**config.mk**
```make
export PLATFORM = sky130hd
export DESIGN_NAME = two_led_effect_pattern_engine
export DESIGN_NICKNAME = d
export VERILOG_FILES = /design/src/sv/tlep_pkg.sv /design/src/sv/tlep_timing.sv /design/src/sv/two_led_effect_pattern_engine.sv
export SDC_FILE = /design/constraint.sdc
export NUM_CORES = 2
export LEC_CHECK = 0
export BUFFER_PORTS_ARGS = -buffer_cell sky130_fd_sc_hd__buf_2
export CORE_MARGIN = 4
export CORE_UTILIZATION = 43
export CTS_BUF_LIST = sky130_fd_sc_hd__clkbuf_2
export CTS_CLUSTER_DIAMETER = 150
export DETAILED_ROUTE_END_ITERATION = 7
export PLACE_DENSITY = 0.62
export SLEW_MARGIN = 20
export SYNTH_ARGS = -nofsm -noshare
export SYNTH_HDL_FRONTEND = slang
export SYNTH_HIERARCHICAL = 1
export SYNTH_SLANG_ARGS = --single-unit
export TNS_END_PERCENT = 1
```
**constraint.sdc**
```tcl
create_clock -name i_clk -period 14.3 [get_ports i_clk]
set_input_delay 0.715 -clock i_clk [delete_from_list [all_inputs] [get_ports i_clk]]
set_output_delay 0.715 -clock i_clk [all_outputs]
set_load 0.02 [all_outputs]
```
**src/sv/tlep_pkg.sv**
```systemverilog
// shared types, codes and helpers of the two-led effect pattern engine
`default_nettype none

package tlep_pkg;

    localparam logic [1:0] REG_EFFECT_MODE     = 2'd0;
    localparam logic [1:0] REG_SPEED_PERCENT   = 2'd1;
    localparam logic [1:0] REG_AUTO_CYCLE      = 2'd2;
    localparam logic [1:0] REG_PATTERN_HOLD_MS = 2'd3;

    localparam logic [3:0] EFF_SINGLE = 4'd1;
    localparam logic [3:0] EFF_OFFSET = 4'd2;
    localparam logic [3:0] EFF_SIREN  = 4'd3;

    typedef enum logic [1:0] {
        PAT_FLASH  = 2'd0,
        PAT_ROTATE = 2'd1,
        PAT_BLINK  = 2'd2,
        PAT_STROBE = 2'd3
    } t_pattern;

    typedef struct packed {
        logic [7:0] iv_wheel;
        logic [7:0] iv_df_phase;
        logic [7:0] iv_df_update;
        logic [7:0] iv_rotate;
        logic [7:0] iv_blink;
        logic [7:0] iv_strobe;
        logic [5:0] fade_step;
    } t_timing;

    // x / 100 for x up to 20000 via reciprocal multiply
    function automatic logic [7:0] div100(input logic [14:0] x);
        logic [27:0] prod;
        prod = 28'(x) * 28'd5243;
        return prod[26:19];
    endfunction

endpackage

`default_nettype wire

```
**src/sv/tlep_timing.sv**
```systemverilog
// update intervals and fade step derived from the speed setting
`default_nettype none

module tlep_timing (
    input  wire logic [6:0]       i_speed_percent,
    output tlep_pkg::t_timing     o_timing
);

    logic [6:0] w_speed;
    logic [6:0] w_slow;

    function automatic logic [7:0] span_map(input logic [6:0] d, input logic [7:0] lo,
                                            input logic [7:0] hi);
        logic [14:0] prod;
        prod = 15'(d) * 15'(hi - lo);
        return tlep_pkg::div100(prod) + lo;
    endfunction

    assign w_speed = (i_speed_percent > 7'd100) ? 7'd100 : i_speed_percent;
    assign w_slow  = 7'd100 - w_speed;

    always_comb begin
        o_timing.iv_wheel     = span_map(w_slow, 8'd1, 8'd100);
        o_timing.iv_df_phase  = span_map(w_slow, 8'd50, 8'd250);
        o_timing.iv_df_update = span_map(w_slow, 8'd5, 8'd20);
        o_timing.iv_rotate    = span_map(w_slow, 8'd5, 8'd30);
        o_timing.iv_blink     = span_map(w_slow, 8'd50, 8'd250);
        o_timing.iv_strobe    = span_map(w_slow, 8'd10, 8'd80);
        o_timing.fade_step    = 6'(tlep_pkg::div100(15'(w_speed) * 15'd35)) + 6'd5;
    end

endmodule

`default_nettype wire

```
**src/sv/two_led_effect_pattern_engine.sv**
```systemverilog
// top level of the two-led effect pattern engine
//
// input channel: i_in_valid / o_in_ready carry one millisecond timestamp
// i_now_ms per transfer; the timestamp is registered, then evaluated in the
// next cycle against the effect state
// output channel: o_out_valid / i_out_ready carry both leds' colors; a
// transfer appears only on ticks where the colors are updated
// path: timestamp register, then effect logic and the output register
// throughput: one timestamp per cycle, limited only by the single output
// register; a timestamp that yields no colors never waits on the output
// when the receiver stalls, the registered timestamp holds only if it has
// colors to deliver, and o_in_ready then drops until the output drains
// configuration: i_cfg_we writes i_cfg_data into register i_cfg_index at
// the clock edge (0 effect mode, 1 speed, 2 auto cycle, 3 hold period);
// write only while no timestamp is in flight
// reset: synchronous active-low i_rst_n restores the defaults (offset
// rainbow, speed 50, auto cycle on, hold 5000 ms) and empties both stages
`default_nettype none

module two_led_effect_pattern_engine (
    input  wire logic        i_clk,
    input  wire logic        i_rst_n,
    input  wire logic        i_in_valid,
    output logic             o_in_ready,
    input  wire logic [31:0] i_now_ms,
    output logic             o_out_valid,
    input  wire logic        i_out_ready,
    output logic [7:0]       o_led1_red,
    output logic [7:0]       o_led1_green,
    output logic [7:0]       o_led1_blue,
    output logic [7:0]       o_led2_red,
    output logic [7:0]       o_led2_green,
    output logic [7:0]       o_led2_blue,
    input  wire logic        i_cfg_we,
    input  wire logic [1:0]  i_cfg_index,
    input  wire logic [15:0] i_cfg_data
);

    typedef struct packed {
        logic [7:0] red;
        logic [7:0] green;
        logic [7:0] blue;
    } t_color;

    typedef struct packed {
        t_color led1;
        t_color led2;
    } t_leds;

    function automatic t_color wheel_step(input t_color c);
        t_color w;
        w = c;
        if (w.red != 8'd0 && w.blue == 8'd0) begin
            w.red   = w.red - 8'd1;
            w.green = w.green + 8'd1;
        end
        if (w.green != 8'd0 && w.red == 8'd0) begin
            w.green = w.green - 8'd1;
            w.blue  = w.blue + 8'd1;
        end
        if (w.blue != 8'd0 && w.green == 8'd0) begin
            w.blue = w.blue - 8'd1;
            w.red  = w.red + 8'd1;
        end
        return w;
    endfunction

    // configuration
    logic [3:0]  r_effect_mode;
    logic [6:0]  r_speed_percent;
    logic        r_auto_cycle;
    logic [15:0] r_pattern_hold_ms;

    tlep_pkg::t_timing w_timing;

    // pipeline
    logic        r_in_valid;
    logic [31:0] r_now;
    logic        r_out_valid;
    t_leds       r_leds;

    // effect state
    t_color              r_wheel_one, n_wheel_one;
    t_color              r_wheel_two, n_wheel_two;
    logic [31:0]         r_last_update, n_last_update;
    logic [31:0]         r_last_phase, n_last_phase;
    logic [31:0]         r_last_pattern, n_last_pattern;
    tlep_pkg::t_pattern  r_pattern, n_pattern;
    logic [2:0]          r_phase, n_phase;
    logic [7:0]          r_brightness, n_brightness;
    logic                r_rising, n_rising;
    logic                r_blink_on, n_blink_on;
    logic [5:0]          r_fade_step, n_fade_step;

    logic        w_result;
    t_leds       w_leds;
    logic [9:0]  w_level;
    logic [2:0]  w_owner;
    logic [3:0]  w_strobe;
    logic [31:0] w_el_update;
    logic [31:0] w_el_phase;
    logic [31:0] w_el_pattern;
    logic        w_advance;

    tlep_timing u_timing (
        .i_speed_percent (r_speed_percent),
        .o_timing        (w_timing)
    );

    assign w_el_update  = r_now - r_last_update;
    assign w_el_phase   = r_now - r_last_phase;
    assign w_el_pattern = r_now - r_last_pattern;

    always_comb begin
        n_wheel_one    = r_wheel_one;
        n_wheel_two    = r_wheel_two;
        n_last_update  = r_last_update;
        n_last_phase   = r_last_phase;
        n_last_pattern = r_last_pattern;
        n_pattern      = r_pattern;
        n_phase        = r_phase;
        n_brightness   = r_brightness;
        n_rising       = r_rising;
        n_blink_on     = r_blink_on;
        n_fade_step    = r_fade_step;
        w_result       = 1'b0;
        w_leds         = '0;
        w_level        = '0;
        w_owner        = '0;
        w_strobe       = '0;
        case (r_effect_mode)
            tlep_pkg::EFF_SINGLE, tlep_pkg::EFF_OFFSET: begin
                if (w_el_update >= 32'(w_timing.iv_wheel)) begin
                    n_last_update = r_now;
                    n_wheel_one   = wheel_step(r_wheel_one);
                    n_wheel_two   = wheel_step(r_wheel_two);
                    w_result      = 1'b1;
                    w_leds.led1   = n_wheel_one;
                    w_leds.led2   = (r_effect_mode == tlep_pkg::EFF_OFFSET) ?
                                    n_wheel_two : n_wheel_one;
                end
            end
            tlep_pkg::EFF_SIREN: begin
                if (r_auto_cycle && w_el_pattern >= 32'(r_pattern_hold_ms)) begin
                    n_last_pattern = r_now;
                    n_pattern      = tlep_pkg::t_pattern'(r_pattern + 2'd1);
                    n_phase        = 3'd0;
                    n_blink_on     = 1'b0;
                    n_brightness   = 8'd0;
                    n_rising       = 1'b1;
                end
                case (n_pattern)
                    tlep_pkg::PAT_ROTATE: begin
                        if (w_el_update >= 32'(w_timing.iv_rotate)) begin
                            n_last_update = r_now;
                            n_phase       = {1'b0, n_phase[1:0] + 2'd1};
                            w_result      = 1'b1;
                            case (n_phase[1:0])
                                2'd0:    w_leds.led1.red  = 8'hFF;
                                2'd1:    w_leds.led2.blue = 8'hFF;
                                2'd2:    w_leds.led1.blue = 8'hFF;
                                default: w_leds.led2.red  = 8'hFF;
                            endcase
                        end
                    end
                    tlep_pkg::PAT_BLINK: begin
                        if (w_el_update >= 32'(w_timing.iv_blink)) begin
                            n_last_update = r_now;
                            n_blink_on    = ~n_blink_on;
                            w_result      = 1'b1;
                            if (n_blink_on) begin
                                w_leds.led1.red  = 8'hFF;
                                w_leds.led2.blue = 8'hFF;
                            end
                        end
                    end
                    tlep_pkg::PAT_STROBE: begin
                        if (w_el_update >= 32'(w_timing.iv_strobe)) begin
                            n_last_update = r_now;
                            w_strobe      = {1'b0, n_phase} + 4'd1;
                            if (w_strobe >= 4'd6) begin
                                w_strobe = w_strobe - 4'd6;
                            end
                            n_phase  = w_strobe[2:0];
                            w_result = 1'b1;
                            if (n_phase == 3'd0 || n_phase == 3'd2) begin
                                w_leds = '1;
                            end else if (n_phase == 3'd4) begin
                                w_leds.led1.red  = 8'hFF;
                                w_leds.led2.blue = 8'hFF;
                            end
                        end
                    end
                    default: begin
                        // odd phase waits dark for the phase interval
                        if (w_el_phase >= 32'(w_timing.iv_df_phase) && n_phase[0] &&
                            n_brightness == 8'd0) begin
                            n_last_phase = r_now;
                            n_phase      = n_phase + 3'd1;
                        end
                        if (w_el_update >= 32'(w_timing.iv_df_update)) begin
                            n_last_update = r_now;
                            w_result      = 1'b1;
                            if (!n_phase[0]) begin
                                if (n_rising) begin
                                    w_level = 10'(n_brightness) + 10'({n_fade_step, 1'b0});
                                    if (w_level >= 10'd255) begin
                                        w_level  = 10'd255;
                                        n_rising = 1'b0;
                                    end
                                end else if (n_brightness <= 8'(n_fade_step)) begin
                                    w_level      = 10'd0;
                                    n_phase      = n_phase + 3'd1;
                                    n_rising     = 1'b1;
                                    n_last_phase = r_now;
                                end else begin
                                    w_level = 10'(n_brightness - 8'(n_fade_step));
                                end
                                n_brightness = w_level[7:0];
                                // a finished flash still belongs to its even phase
                                w_owner = n_phase[0] ? n_phase - 3'd1 : n_phase;
                                if (!w_owner[2]) begin
                                    w_leds.led1.red = w_level[7:0];
                                end else begin
                                    w_leds.led2.blue = w_level[7:0];
                                end
                            end
                            n_fade_step = w_timing.fade_step;
                        end
                    end
                endcase
            end
            default: begin
                w_result = 1'b0;
            end
        endcase
    end

    assign w_advance  = r_in_valid && (!w_result || !r_out_valid || i_out_ready);
    assign o_in_ready = !r_in_valid || w_advance;

    always_ff @(posedge i_clk) begin
        if (!i_rst_n) begin
            r_effect_mode     <= tlep_pkg::EFF_OFFSET;
            r_speed_percent   <= 7'd50;
            r_auto_cycle      <= 1'b1;
            r_pattern_hold_ms <= 16'd5000;
        end else if (i_cfg_we) begin
            case (i_cfg_index)
                tlep_pkg::REG_EFFECT_MODE:     r_effect_mode     <= i_cfg_data[3:0];
                tlep_pkg::REG_SPEED_PERCENT:   r_speed_percent   <= i_cfg_data[6:0];
                tlep_pkg::REG_AUTO_CYCLE:      r_auto_cycle      <= i_cfg_data[0];
                tlep_pkg::REG_PATTERN_HOLD_MS: r_pattern_hold_ms <= i_cfg_data;
                default:                       r_auto_cycle      <= r_auto_cycle;
            endcase
        end
    end

    always_ff @(posedge i_clk) begin
        if (!i_rst_n) begin
            r_in_valid     <= 1'b0;
            r_out_valid    <= 1'b0;
            r_wheel_one    <= '{red: 8'd255, green: 8'd0, blue: 8'd0};
            r_wheel_two    <= '{red: 8'd127, green: 8'd127, blue: 8'd0};
            r_last_update  <= '0;
            r_last_phase   <= '0;
            r_last_pattern <= '0;
            r_pattern      <= tlep_pkg::PAT_FLASH;
            r_phase        <= '0;
            r_brightness   <= '0;
            r_rising       <= 1'b1;
            r_blink_on     <= 1'b0;
            r_fade_step    <= 6'd15;
        end else begin
            if (o_in_ready) begin
                r_in_valid <= i_in_valid;
            end
            if (w_advance && w_result) begin
                r_out_valid <= 1'b1;
            end else if (i_out_ready) begin
                r_out_valid <= 1'b0;
            end
            if (w_advance) begin
                r_wheel_one    <= n_wheel_one;
                r_wheel_two    <= n_wheel_two;
                r_last_update  <= n_last_update;
                r_last_phase   <= n_last_phase;
                r_last_pattern <= n_last_pattern;
                r_pattern      <= n_pattern;
                r_phase        <= n_phase;
                r_brightness   <= n_brightness;
                r_rising       <= n_rising;
                r_blink_on     <= n_blink_on;
                r_fade_step    <= n_fade_step;
            end
        end
    end

    always_ff @(posedge i_clk) begin
        if (o_in_ready && i_in_valid) begin
            r_now <= i_now_ms;
        end
        if (w_advance && w_result) begin
            r_leds <= w_leds;
        end
    end

    assign o_out_valid  = r_out_valid;
    assign o_led1_red   = r_leds.led1.red;
    assign o_led1_green = r_leds.led1.green;
    assign o_led1_blue  = r_leds.led1.blue;
    assign o_led2_red   = r_leds.led2.red;
    assign o_led2_green = r_leds.led2.green;
    assign o_led2_blue  = r_leds.led2.blue;

endmodule

`default_nettype wire

```
==> metrics.txt <==
ys async rst share 0%; most frequent CP cell inv_1; number of vias per cell 5.38; DR iter-0 viols 1786; clk buf depth 3; number of global-route vias before repair 33000; fmax 72.9 MHz; width of the die 314 um; latest clock arrival within the worst-skew pair roughly 1000 ps; Distinct cells, synth between 100 and 150; worst r2r dst o_led1_red[4]; most frequent cells in the layout 821 x inv_1, 706 x ha_1, 376 x nand2_1, 277 x fa_1, 258 x nor2_1; # IOs approximately 110; reg-to-reg startpoint r_speed_percent[0]; Nets slightly below 6000; Routed Antenna Nets 0; Tot GR Track Use 21.6%; number of synthesized flops with an enable pin 80; Hold Path Cell Cnt 2; slowest CP cell fa_1; Period Utilization, post-route 95.9%; DP Wirelength ~87000 um; Worst Setup End Kind output port; total number of yosys warnings 6; Setup-failing EPs final 0; DIE HEIGHT 314 um; sequential cell area fraction in the yosys report 15.7%; type of the worst setup path flip-flop to output port; CP required ~14000 ps; DRT Wirelength between 100000 and 150000 um; syn_area_per_cell 8.52 sq um; DR vias around 33000; startpoint class of the critical path flip-flop; min cycle time layout 13720 ps; Fin. Hold Viols 0; RSZ-0062 raised after global routing yes; Max Cap Violations 0; TritonCTS clock tree yes; H-tree level count 3; largest net degree at the start of global routing about 70; most common cell after layout, fill and taps aside inv_1; first-pass GRT wire length around 170000 um; # clock sinks about 280; Critical Path Max Stage Delay 570 ps; Clock Skews 86.3 ps; grt total ovfl 0; row count 111; CP arrival roughly 13000 ps; area delta synth->final 9.86%; # fillers 9104; clock buffer count from CTS 72; port bufs approximately 100; CTS clk-pin slew, worst paths between 100 and 150 ps; Pre-Repair DR Iteration Count 5; post-route DRC violation count 0; fraction of layout cells with a size suffix above 1 approximately 9.3%; CTS root buffer clkbuf_2; Hold Path End r_effect_mode[1]; synthesized cell area 40300 sq um; Synth Instances 4728; Worst Max-Slew Pin Slew 1120 ps; flop-to-flop setup slack 780 ps; Setup WS post-layout 582 ps; gpl congestion about 0.9; initial antenna violation count 5; Starting Density 43.6%; WL/cell roughly 17 um; pre-CTS WS 27.8 ps; Synth Register Bits 275; Hold Crit Class primary input to flip-flop; Synth Flop Type dfxtp_1; hold path start i_rst_n; slew margin rel. 25.2%; Crit Path Max Fanout 7; worst-case reg-to-reg path depth 58; die area 98600 sq um; core area 92400 sq um; pins over their slew limit 0; status finished clean
[worst max-delay path by stage]
stage | to | slack (ps) | from
6_report | o_in_ready | 580 | r_speed_percent[0]
5_1_grt | o_in_ready | -80 | r_speed_percent[0]
4_1_cts | o_in_ready | 30 | r_speed_percent[0]
3_5_place_dp | o_led1_red[4] | 30 | r_speed_percent[0]
3_3_place_gp | o_led1_red[5] | 250 | r_speed_percent[0]
2_1_floorplan | o_led1_red[5] | 610 | r_speed_percent[1]
[through the flow]
step / setup TNS (ps) / hold slack (ps) / std cells / utilization [%] / instance area [sq um]
3_3_place_gp: 0 / 442 / 5981 / 45.6 / 42100
4_1_cts: 0 / 2.78 / 6167 / 47.2 / 43600
2_1_floorplan: 0 / 435 / 4730 / - / 40300
5_1_grt: -118 / 80.3 / 6201 / 47.9 / 44300
3_5_place_dp: 0 / 447 / 5981 / 45.6 / 42100
6_report: 0 / 137 / 6201 / 47.9 / 44300
[layout make-up]
class | instances | area (sq um) | share of cell area [%]
multi-input combinational | 3472 | 30700 | 69.4
sequential | 275 | 6310 | 14.3
inverter | 827 | 3120 | 7.04
timing repair buffer | 252 | 1800 | 4.06
tap | 1243 | 1560 | 3.51
clock buffer | 96 | 480 | 1.09
clock inverter | 33 | 302 | 0.681
antenna | 3 | 7.51 | 0.0170
[metal layers]
metal / vias to the layer above / track usage, % / wire (um) / part of all wire [%]
met3: 171 / 2.75 / 4780 / 4.4
li1: 16600 / - / - / -
met1: 15800 / 29.3 / 49800 / 46
met4: 4 / 6.49 / 3130 / 2.9
met2: 763 / 36.0 / 49700 / 46
met5: - / 0 / 27 / 0.025
[registers in the layout, indices dropped and copies added (netlist names), 6 cells and up]
signal / flops
r_last_pattern: 32
r_last_phase: 32
r_last_update: 32
r_now: 32
r_wheel_one: 24
r_wheel_two: 24
r_pattern_hold_ms: 16
o_led1_blue: 8
o_led1_green: 8
o_led1_red: 8
o_led2_blue: 8
o_led2_green: 8
o_led2_red: 8
r_brightness: 8
r_speed_percent: 7
r_fade_step: 6
[critical path, delay by kind of cell, from the launching register on]
kind | cells | cell delay, ps
buf+inv | 11 | 1140
fa+ha+maj | 14 | 4950
compound gates | 14 | 3120
flops | 1 | 330
xor+xnor | 4 | 660
simple gates | 12 | 1820
[cell usage after synthesis (27+ instances only)]
library cell | count | area share (%)
a21oi_1 | 256 | 3.2
a31oi_1 | 27 | 0.42
mux2i_1 | 135 | 3.4
and2_1 | 34 | 0.53
nand3_1 | 83 | 1.0
nor3_1 | 62 | 0.77
o211ai_1 | 54 | 1.0
edfxtp_1 | 80 | 6.0
nand2_1 | 379 | 3.5
xor2_1 | 101 | 2.2
and3_1 | 37 | 0.57
nor2_1 | 262 | 2.4
nand4_1 | 60 | 0.93
inv_1 | 825 | 7.7
a21o_1 | 91 | 1.7
o21ai_0 | 147 | 1.8
nor4_1 | 30 | 0.47
nand2b_1 | 50 | 0.78
clkbuf_1 | 112 | 1.0
xnor2_1 | 175 | 3.8
ha_1 | 718 | 22
dfxtp_1 | 195 | 9.7
o21bai_1 | 32 | 0.60
fa_1 | 277 | 14
[logic make-up after synthesis]
kind of cell / count (synthesis) / synth area share, %
AO/OA/AOI/OAI: 907 / 15.3
adder cells (fa/ha/maj): 997 / 36.1
XOR/XNOR: 278 / 6.10
flip-flops: 275 / 15.7
AND/OR/NAND/NOR: 1148 / 13.8
other: 1 / 0.00931
multiplexers: 139 / 3.47
buffers and inverters: 983 / 9.48
[repair_timing]
action,in CTS,in global routing
endpoints found under the hold margin,55,0
hold buffers,53,0
pin swaps,4,39
gates resized for setup,23,75
setup buffers,4,31
setup endpoints to repair,4,51
Power is left out: the tool's default activity adds up to more than one toggle a clock period on the data nets, which glitch-free logic cannot reach.
